==> src/rtl/sxor_pkg.sv <==
package sxor_pkg;

  // one keystream block as sixteen 32-bit words, word i at [i]
  typedef logic [15:0][31:0] block_t;

  // salsa20 sigma constants
  localparam logic [31:0] SIGMA0 = 32'h6170_7865;
  localparam logic [31:0] SIGMA1 = 32'h3320_646e;
  localparam logic [31:0] SIGMA2 = 32'h7962_2d32;
  localparam logic [31:0] SIGMA3 = 32'h6b20_6574;

  // rotate amounts of the four arx steps of a quarter round
  localparam int unsigned ROT_B = 7;
  localparam int unsigned ROT_C = 9;
  localparam int unsigned ROT_D = 13;
  localparam int unsigned ROT_A = 18;

  // arx step codes within a quarter round
  localparam logic [1:0] STEP_B = 2'd0;
  localparam logic [1:0] STEP_C = 2'd1;
  localparam logic [1:0] STEP_D = 2'd2;
  localparam logic [1:0] STEP_A = 2'd3;

endpackage

==> src/rtl/salsa20_stream_xor.sv <==
// channel  | handshake            | payload
// ---------+----------------------+-------------------
// input    | in_valid / in_ready  | msg_byte, last_byte
// output   | out_valid / out_ready| ct_byte, last_out
// config   | apb (psel, penable)  | paddr, pwdata, prdata
//
// a byte inside a keystream block goes straight out; a byte that opens a block
// waits for a new block, generated by the one shared add-rotate-xor unit doing
// one step of a quarter round per cycle
// rst is synchronous and active high; the next message starts at start_counter
// a result held by a stalled receiver keeps the input from taking the next byte
module salsa20_stream_xor #(
) (
  input  logic        clk,
  input  logic        rst,
  // apb configuration port
  input  logic        psel,
  input  logic        penable,
  input  logic        pwrite,
  input  logic [5:0]  paddr,
  input  logic [63:0] pwdata,
  output logic [63:0] prdata,
  output logic        pready,
  // input bytes
  input  logic        in_valid,
  output logic        in_ready,
  input  logic [7:0]  msg_byte,
  input  logic        last_byte,
  // output bytes
  output logic        out_valid,
  input  logic        out_ready,
  output logic [7:0]  ct_byte,
  output logic        last_out
);

  // register map, 8 bytes apart
  typedef enum logic [2:0] {
    REG_KEY01  = 3'd0,
    REG_KEY23  = 3'd1,
    REG_KEY45  = 3'd2,
    REG_KEY67  = 3'd3,
    REG_NONCE  = 3'd4,
    REG_ROUNDS = 3'd5,
    REG_START  = 3'd6
  } reg_idx_t;

  typedef enum logic [3:0] {
    ST_IDLE = 4'b0001,
    ST_LOAD = 4'b0010,
    ST_GEN  = 4'b0100,
    ST_EMIT = 4'b1000
  } state_t;

  // configuration registers
  logic [3:0][63:0] key_words;
  logic [63:0]      nonce_value;
  logic [4:0]       round_count;
  logic [63:0]      start_counter;

  // stream state
  state_t           state;
  logic [5:0]       byte_position;
  logic [63:0]      block_counter;
  logic             keystream_valid;
  logic [7:0]       item_byte;
  logic             item_last;

  sxor_pkg::block_t ks_words;
  logic             core_done;
  logic             cfg_write;
  reg_idx_t         cfg_idx;
  logic             in_accept;
  logic             need_block;
  logic             out_free;
  logic             emit;
  logic             emit_last;
  logic [7:0]       emit_byte;
  logic [31:0]      ks_word;
  logic [7:0]       ks_byte;

  assign pready    = 1'b1;
  assign cfg_write = psel && penable && pwrite && pready;
  assign cfg_idx   = reg_idx_t'(paddr[5:3]);

  always_ff @(posedge clk) begin
    if (rst) begin
      key_words     <= '0;
      nonce_value   <= '0;
      round_count   <= 5'd20;
      start_counter <= 64'd1;
    end else if (cfg_write) begin
      case (cfg_idx)
        REG_KEY01:  key_words[0]  <= pwdata;
        REG_KEY23:  key_words[1]  <= pwdata;
        REG_KEY45:  key_words[2]  <= pwdata;
        REG_KEY67:  key_words[3]  <= pwdata;
        REG_NONCE:  nonce_value   <= pwdata;
        REG_ROUNDS: round_count   <= pwdata[4:0];
        REG_START:  start_counter <= pwdata;
        default: ; // beyond the map: ignored
      endcase
    end
  end

  always_comb begin
    case (cfg_idx)
      REG_KEY01:  prdata = key_words[0];
      REG_KEY23:  prdata = key_words[1];
      REG_KEY45:  prdata = key_words[2];
      REG_KEY67:  prdata = key_words[3];
      REG_NONCE:  prdata = nonce_value;
      REG_ROUNDS: prdata = {59'd0, round_count};
      REG_START:  prdata = start_counter;
      default:    prdata = '0;
    endcase
  end

  // keystream generator, started in ST_LOAD, the cycle after the counter settles
  sxor_core u_core (
    .clk      (clk),
    .rst      (rst),
    .start    (state == ST_LOAD),
    .key      (key_words),
    .nonce    (nonce_value),
    .rounds   (round_count),
    .ctr      (block_counter),
    .done     (core_done),
    .ks_words (ks_words)
  );

  // the output register frees up when empty or when its transaction completes
  assign out_free   = !out_valid || out_ready;
  assign in_ready   = (state == ST_IDLE) && out_free;
  assign in_accept  = in_valid && in_ready;
  // a new message or a block boundary needs a fresh keystream block
  assign need_block = !keystream_valid || (byte_position == 6'd0);

  // bytes inside a block go straight out; others after generation
  assign emit      = (in_accept && !need_block) || ((state == ST_EMIT) && out_free);
  assign emit_byte = (state == ST_EMIT) ? item_byte : msg_byte;
  assign emit_last = (state == ST_EMIT) ? item_last : last_byte;

  // little-endian byte pick from the current keystream word
  assign ks_word = ks_words[byte_position[5:2]];
  assign ks_byte = 8'(ks_word >> {byte_position[1:0], 3'b000});

  always_ff @(posedge clk) begin
    if (rst) begin
      state           <= ST_IDLE;
      byte_position   <= '0;
      block_counter   <= 64'd1;
      keystream_valid <= 1'b0;
      out_valid       <= 1'b0;
    end else begin
      if (out_valid && out_ready && !emit) begin
        out_valid <= 1'b0;
      end
      case (state)
        ST_IDLE: begin
          if (in_accept && need_block) begin
            if (!keystream_valid) begin
              block_counter <= start_counter;
              byte_position <= '0;
            end
            keystream_valid <= 1'b1;
            state           <= ST_LOAD;
          end
        end
        ST_LOAD: begin
          state <= ST_GEN;
        end
        ST_GEN: begin
          if (core_done) begin
            state <= ST_EMIT;
          end
        end
        ST_EMIT: begin
          if (out_free) begin
            state <= ST_IDLE;
          end
        end
        default: begin
          state <= ST_IDLE;
        end
      endcase
      if (emit) begin
        out_valid <= 1'b1;
        if (emit_last) begin
          // end of message: next byte starts over at start_counter
          byte_position   <= '0;
          keystream_valid <= 1'b0;
        end else begin
          byte_position <= byte_position + 6'd1;
          if (byte_position == 6'd63) begin
            block_counter <= block_counter + 64'd1;
          end
        end
      end
    end
  end

  // output payload and the held item
  always_ff @(posedge clk) begin
    if (in_accept) begin
      item_byte <= msg_byte;
      item_last <= last_byte;
    end
    if (emit) begin
      ct_byte  <= emit_byte ^ ks_byte;
      last_out <= emit_last;
    end
  end

`ifndef SYNTH
  // the generator only finishes while an item waits for its block
  a_done_in_gen: assert property (@(posedge clk) disable iff (rst)
    core_done |-> (state == ST_GEN))
    else $error("keystream done outside generation");

  // between messages the byte position rests at zero
  a_pos_idle: assert property (@(posedge clk) disable iff (rst)
    !keystream_valid |-> (byte_position == 6'd0))
    else $error("byte position set with no message open");

  // a new message loads the counter from start_counter
  a_ctr_load: assert property (@(posedge clk) disable iff (rst)
    (in_valid && in_ready && !keystream_valid) |=>
      (block_counter == $past(start_counter)))
    else $error("block counter not loaded at message start");

  // a byte inside a block is answered at once
  a_direct: assert property (@(posedge clk) disable iff (rst)
    (in_valid && in_ready && keystream_valid && (byte_position != 6'd0)) |=>
      (out_valid && (state == ST_IDLE)))
    else $error("byte inside block not answered");
`endif

endmodule

==> src/rtl/sxor_core.sv <==
module sxor_core (
  input  logic                 clk,
  input  logic                 rst,
  input  logic                 start,
  input  logic [3:0][63:0]     key,
  input  logic [63:0]          nonce,
  input  logic [4:0]           rounds,
  input  logic [63:0]          ctr,
  output logic                 done,
  output sxor_pkg::block_t     ks_words
);

  typedef enum logic [2:0] {
    CS_IDLE = 3'b001,
    CS_RUN  = 3'b010,
    CS_FIN  = 3'b100
  } core_state_t;

  core_state_t      state;
  sxor_pkg::block_t work;
  sxor_pkg::block_t in_blk;
  sxor_pkg::block_t fin_blk;
  logic [3:0]       step;
  logic             half;
  logic [3:0]       dr_left;

  function automatic sxor_pkg::block_t make_input(input logic [3:0][63:0] k,
                                                  input logic [63:0] n,
                                                  input logic [63:0] c);
    sxor_pkg::block_t b;
    b[0]  = sxor_pkg::SIGMA0;
    b[1]  = k[0][31:0];
    b[2]  = k[0][63:32];
    b[3]  = k[1][31:0];
    b[4]  = k[1][63:32];
    b[5]  = sxor_pkg::SIGMA1;
    b[6]  = n[31:0];
    b[7]  = n[63:32];
    b[8]  = c[31:0];
    b[9]  = c[63:32];
    b[10] = sxor_pkg::SIGMA2;
    b[11] = k[2][31:0];
    b[12] = k[2][63:32];
    b[13] = k[3][31:0];
    b[14] = k[3][63:32];
    b[15] = sxor_pkg::SIGMA3;
    return b;
  endfunction

  // column c rotated up by c: each column quarter round lands in rows 0..3
  function automatic sxor_pkg::block_t skew(input sxor_pkg::block_t n);
    sxor_pkg::block_t w;
    logic [1:0] r2;
    logic [1:0] c2;
    for (int r = 0; r < 4; r++) begin
      for (int c = 0; c < 4; c++) begin
        r2 = 2'(r);
        c2 = 2'(c);
        w[{r2, c2}] = n[{2'(r2 + c2), c2}];
      end
    end
    return w;
  endfunction

  function automatic sxor_pkg::block_t unskew(input sxor_pkg::block_t w);
    sxor_pkg::block_t n;
    logic [1:0] r2;
    logic [1:0] c2;
    for (int r = 0; r < 4; r++) begin
      for (int c = 0; c < 4; c++) begin
        r2 = 2'(r);
        c2 = 2'(c);
        n[{r2, c2}] = w[{2'(r2 - c2), c2}];
      end
    end
    return n;
  endfunction

  function automatic logic [31:0] rotl(input logic [31:0] v, input logic [1:0] sel);
    logic [31:0] res;
    case (sel)
      sxor_pkg::STEP_B: res = (v << sxor_pkg::ROT_B) | (v >> (32 - sxor_pkg::ROT_B));
      sxor_pkg::STEP_C: res = (v << sxor_pkg::ROT_C) | (v >> (32 - sxor_pkg::ROT_C));
      sxor_pkg::STEP_D: res = (v << sxor_pkg::ROT_D) | (v >> (32 - sxor_pkg::ROT_D));
      sxor_pkg::STEP_A: res = (v << sxor_pkg::ROT_A) | (v >> (32 - sxor_pkg::ROT_A));
      default:          res = v;
    endcase
    return res;
  endfunction

  // the shared unit: one add-rotate-xor on fixed places, then fixed permutations
  function automatic sxor_pkg::block_t arx_step(input sxor_pkg::block_t w,
                                                input logic [3:0] s);
    sxor_pkg::block_t x;
    sxor_pkg::block_t y;
    sxor_pkg::block_t z;
    logic [31:0] t;
    logic [1:0] r2;
    logic [1:0] c2;
    t = w[4] ^ rotl(w[0] + w[12], s[1:0]);
    x = w;
    // roles move round column 0: b becomes the next a
    x[0]  = t;
    x[4]  = w[8];
    x[8]  = w[12];
    x[12] = w[0];
    y = x;
    if (s[1:0] == sxor_pkg::STEP_A) begin
      // bring the next quarter round into column 0
      for (int r = 0; r < 4; r++) begin
        for (int c = 0; c < 4; c++) begin
          r2 = 2'(r);
          c2 = 2'(c);
          y[{r2, c2}] = x[{r2, 2'(c2 + 2'd1)}];
        end
      end
    end
    z = y;
    if (s == 4'hf) begin
      // swap between column layout and row layout
      for (int r = 0; r < 4; r++) begin
        for (int c = 0; c < 4; c++) begin
          r2 = 2'(r);
          c2 = 2'(c);
          z[{r2, c2}] = y[{2'(2'd0 - r2), 2'(r2 + c2)}];
        end
      end
    end
    return z;
  endfunction

  assign in_blk  = make_input(key, nonce, ctr);
  assign fin_blk = unskew(work);
  assign done    = (state == CS_FIN);

  always_ff @(posedge clk) begin
    if (rst) begin
      state   <= CS_IDLE;
      step    <= '0;
      half    <= 1'b0;
      dr_left <= '0;
    end else begin
      case (state)
        CS_IDLE: begin
          if (start) begin
            step    <= '0;
            half    <= 1'b0;
            dr_left <= rounds[4:1];
            state   <= (rounds[4:1] == 4'd0) ? CS_FIN : CS_RUN;
          end
        end
        CS_RUN: begin
          step <= step + 4'd1;
          if (step == 4'hf) begin
            half <= ~half;
            if (half) begin
              dr_left <= dr_left - 4'd1;
              if (dr_left == 4'd1) begin
                state <= CS_FIN;
              end
            end
          end
        end
        CS_FIN: begin
          state <= CS_IDLE;
        end
        default: begin
          state <= CS_IDLE;
        end
      endcase
    end
  end

  always_ff @(posedge clk) begin
    if (state == CS_IDLE && start) begin
      work <= skew(in_blk);
    end else if (state == CS_RUN) begin
      work <= arx_step(work, step);
    end
  end

  always_ff @(posedge clk) begin
    if (state == CS_FIN) begin
      for (int i = 0; i < 16; i++) begin
        ks_words[i] <= fin_blk[i] + in_blk[i];
      end
    end
  end

endmodule

==> config.mk <==
export PLATFORM = sky130hd
export DESIGN_NAME = salsa20_stream_xor
export DESIGN_NICKNAME = d
export VERILOG_FILES = /design/src/rtl/sxor_pkg.sv /design/src/rtl/salsa20_stream_xor.sv /design/src/rtl/sxor_core.sv
export SDC_FILE = /design/constraint.sdc
export NUM_CORES = 2
export LEC_CHECK = 0
export BUFFER_PORTS_ARGS = -buffer_cell sky130_fd_sc_hd__buf_2
export CELL_PAD_IN_SITES_DETAIL_PLACEMENT = 2
export CELL_PAD_IN_SITES_GLOBAL_PLACEMENT = 2
export CORE_ASPECT_RATIO = 1.1
export CORE_MARGIN = 8
export CORE_UTILIZATION = 46
export CTS_BUF_LIST = sky130_fd_sc_hd__clkbuf_4 sky130_fd_sc_hd__clkbuf_8
export DETAILED_ROUTE_END_ITERATION = 16
export PLACE_DENSITY_LB_ADDON = 0.1
export SYNTH_ARGS = -nofsm -noshare
export SYNTH_HDL_FRONTEND = slang
export SYNTH_HIERARCHICAL = 1
export SYNTH_SLANG_ARGS = --single-unit
==> constraint.sdc <==
create_clock -name clk -period 60.1 [get_ports clk]
set_clock_uncertainty 0.15 [all_clocks]
set_input_delay 6.01 -clock clk [delete_from_list [all_inputs] [get_ports clk]]
set_output_delay 6.01 -clock clk [all_outputs]
set_load 0.1 [all_outputs]
==> impl_results.md <==
- Power per cell area: 25.1 nW/µm²
- Peak VDD IR: 23.4 µV
- Critical-path maximum fanout: 28
- Clk sinks: 1519
- Outcome: complete, but fails checks
- FMAX: 61.1 MHz
- Post-CTS Setup Bufs: 0
- Startpoint Class: input pin
- Seq/Total Area, Yosys: 0.438
- Die W: 438 µm
- Worst endpoint data arrival time: 10.21 ns
- Most frequent cells after synthesis: 2025 x nand2_1, 914 x edfxtp_1, 836 x a21oi_1
- Global-route wire length before repair: 687 mm
- CTS Hold Bufs: 0
- Largest net degree at the start of global routing: 161
- Count of final max-slew check failures: 3
- Grt ovf: 0
- PortBufs: 157
- Leakage: 0.0375 µW
- Post-Syn Area: ~90000 µm²
- Top FF cell, synth: edfxtp_1
- Part of the cycle the worst path needs: 0.272
- Hold endpoint: u_core/step[3]
- Clk buf depth: 4
- Worst path slowest cell: nor2b_4
- Core area: 195000 µm²
- Hold Path Class: reg -> reg
- Wirelength, routed: about 500 mm
- First-pass detailed-route iteration total: 6
- Worst setup EP type: output port
- RSZ-0062 raised after global routing: false
- # rows: 170
- Post-DR vias/cell: 7.09
- Dominant cells by area after synthesis: edfxtp_1 30%, dfxtp_1 13%, nand2_1 8.4%
- TritonCTS clock tree: done
- Req. time, crit path: 53.94 ns
- Crit-path cells: buf_2, nor2b_1, nor2b_4, buf_4, buf_4, a22oi_1, nand3_1, buf_2
- Most common cell in the netlist: nand2_1
- Syn Inst Count: 9519
- Detailed router's first-iteration violation count: 12700
- Avg Cell Area, Syn: 9.48 µm²
- Worst r2r path cells: 12
- Die Height: 481 µm
- Synth Area in Adders: 0.0606
- Via count: 88300
- # Max-Cap Violations: 1
- Crit path kind: in -> out
- Max-Slew Margin vs Limit: -0.0354
- Post-synthesis simple-gate area fraction: 0.154
- Clock-pin slew on the worst setup and hold paths: around 0.060 ns
- Number of flops mapped to enable cells by yosys: 914
- Synth warnings: 6
- Post-CTS resize count: 0
- FF-to-FF Start: block_counter[0]
- Min-delay src: u_core/step[3]
- XOR/XNOR Fraction of Synth Area: 0.0511
- Placement Cell Area: approximately 94000 µm²
- Synth area leader: edfxtp_1
- # setup viols final: 0
- Asr flop ratio synth: 0
- Fillers: 20300
- Synth top area share: 0.304
- Num CTS Buffers: 296
- Net Count, Synth: ~10000
- Post-DP HPWL: around 370 mm
- Share of layout cells above drive strength 1: 0.142
- Initial core utilization: 0.463
- Synth Area in Compound Gates: 0.183
- Fin crit period: about 16 ns
- Mux cell area share after synthesis: 0.0826
- Routability cong.: 1.04
- Failing checks: max-capacitance violations, max-slew violations
- # IOs: 162
- Clock latency on the worst-skew pair: ~1.1 ns
- Hold depth: 1
- Cell area after layout: 99800 µm²
- Area Overhead vs Synth: 10.6%
- H-tree depth: 5
- DR WL/cell: 39.9 µm
- Netlist cell types: 99
- Worst hold slack: between 0.3 and 0.4 ns
- Vias in the first global route: 89600
- Worst-Margin Slew: 1.54 ns
- CP max stage delay: between 0.9 and 1 ns
- Die footprint: 211000 µm²
- RR Endpoint: u_core/ks_words[287]
- Hold Vio Cnt, Final: 0
- Yosys reg bits: 1519
- DRC errors left: 0
- Setup TNS: 0 ns
- Nets: 10100
- Largest family of logic cells by synthesized area: compound AO/OA/AOI/OAI gates
- Final ANT Viol Nets: 0
- Clock root buffer: clkbuf_8
- Initial antenna violation count: 93
- GR Util All Layers: 0.451
- R2r setup slk: 53.98 ns
state kept, by name, indices dropped and copies added (netlist names), 6 cells and up, named ones only:
| register | flops |
|---|---|
| item_byte | 8 |
| u_core/fin_blk | 416 |
| u_core/ks_words | 512 |
| ct_byte | 8 |
| start_counter | 64 |
| key_words | 256 |
| nonce_value | 64 |
| byte_position | 6 |
| block_counter | 64 |
kinds of logic after synthesis:
logic type / after synthesis
xor gates and xnor gates: 526
other: 1
muxes: 570
and+or+nand+nor: 3225
DFF: 1519
buffers and inverters: 704
AOI/OAI and AO/OA: 2545
adders and majority gates: 429
power breakdown:
part	internal, µW	total [µW]	switching, µW	leakage (µW)
combinational	67.6	219	152	0.0213
sequential	1120	1170	48.7	0.0131
clock	609	1110	505	0.00317
total	1800	2510	706	0.0375
area by class of cell:
| type | count | area (µm²) | area share |
|---|---|---|---|
| clock inverter | 59 | 437 | 0.00437 |
| multi-input combinational | 7296 | 48200 | 0.482 |
| clock buffer | 451 | 5520 | 0.0553 |
| antenna | 44 | 110 | 0.00110 |
| sequential | 1519 | 39600 | 0.396 |
| inverter | 176 | 668 | 0.00669 |
| tap | 2580 | 3230 | 0.0323 |
| timing repair buffer | 329 | 2140 | 0.0214 |
critical path: cells and delay by family:
kind                   cells  cell delay, ns
AND/OR/NAND/NOR            3            1.91
AO/OA/AOI/OAI              1            0.17
buffers and inverters      4            1.96
cell usage in the layout (no fill, tap or decap), types with 76 or more instances in the layout:
master / Yosys / final
ha_1: 416 / 415
edfxtp_1: 914 / 914
nor2b_1: 81 / 78
buf_2: 24 / 156
inv_1: 174 / 174
nor2_1: 367 / 361
nand3_1: 240 / 240
nand2_1: 2025 / 2017
xnor2_1: 369 / 369
xor2_1: 157 / 157
nor3_1: 110 / 107
mux2_2: 380 / 380
mux2i_1: 88 / 88
o21ai_0: 315 / 313
a21oi_1: 836 / 835
dfxtp_1: 605 / 602
buf_4: 1 / 168
nand2b_1: 77 / 76
clkbuf_8: 0 / 341
a21o_1: 186 / 186
clkbuf_4: 0 / 110
a22oi_1: 600 / 600
mux4_2: 102 / 102
worst max path at each step:
stage / startpoint / end / slack, ns
after floorplan: u_core/state[0] / u_core/ks_words[0] / 20.71
after global placement: paddr[3] / prdata[63] / 44.19
after detailed placement: paddr[3] / prdata[63] / 44.07
after CTS: paddr[3] / prdata[63] / 44.05
after global routing: paddr[3] / prdata[63] / 43.93
final: paddr[3] / prdata[63] / 43.73
stage by stage:
stage | utilization | instances | worst slack, ns | power [µW]
finish | 0.512 | 12500 | 43.73 | 2510
detailed placement | 0.481 | 11900 | 44.07 | 1390
CTS | 0.511 | 12400 | 44.05 | 2490
floorplan | - | 9519 | 20.71 | 1290
global placement | 0.481 | 11900 | 44.19 | 1380
global route | 0.511 | 12400 | 43.93 | 2550
metal layers:
layer / wire length (µm) / part of all wire / global-route usage / vias up
li1: - / - / - / 35200
met3: 66900 / 0.13 / 0.159 / 1336
met1: 193000 / 0.39 / 0.595 / 45700
met2: 208000 / 0.42 / 0.656 / 6031
met4: 28700 / 0.058 / 0.226 / 62
met5: 427 / 0.00086 / 0 / -
Power figures use the tool's default switching activity.
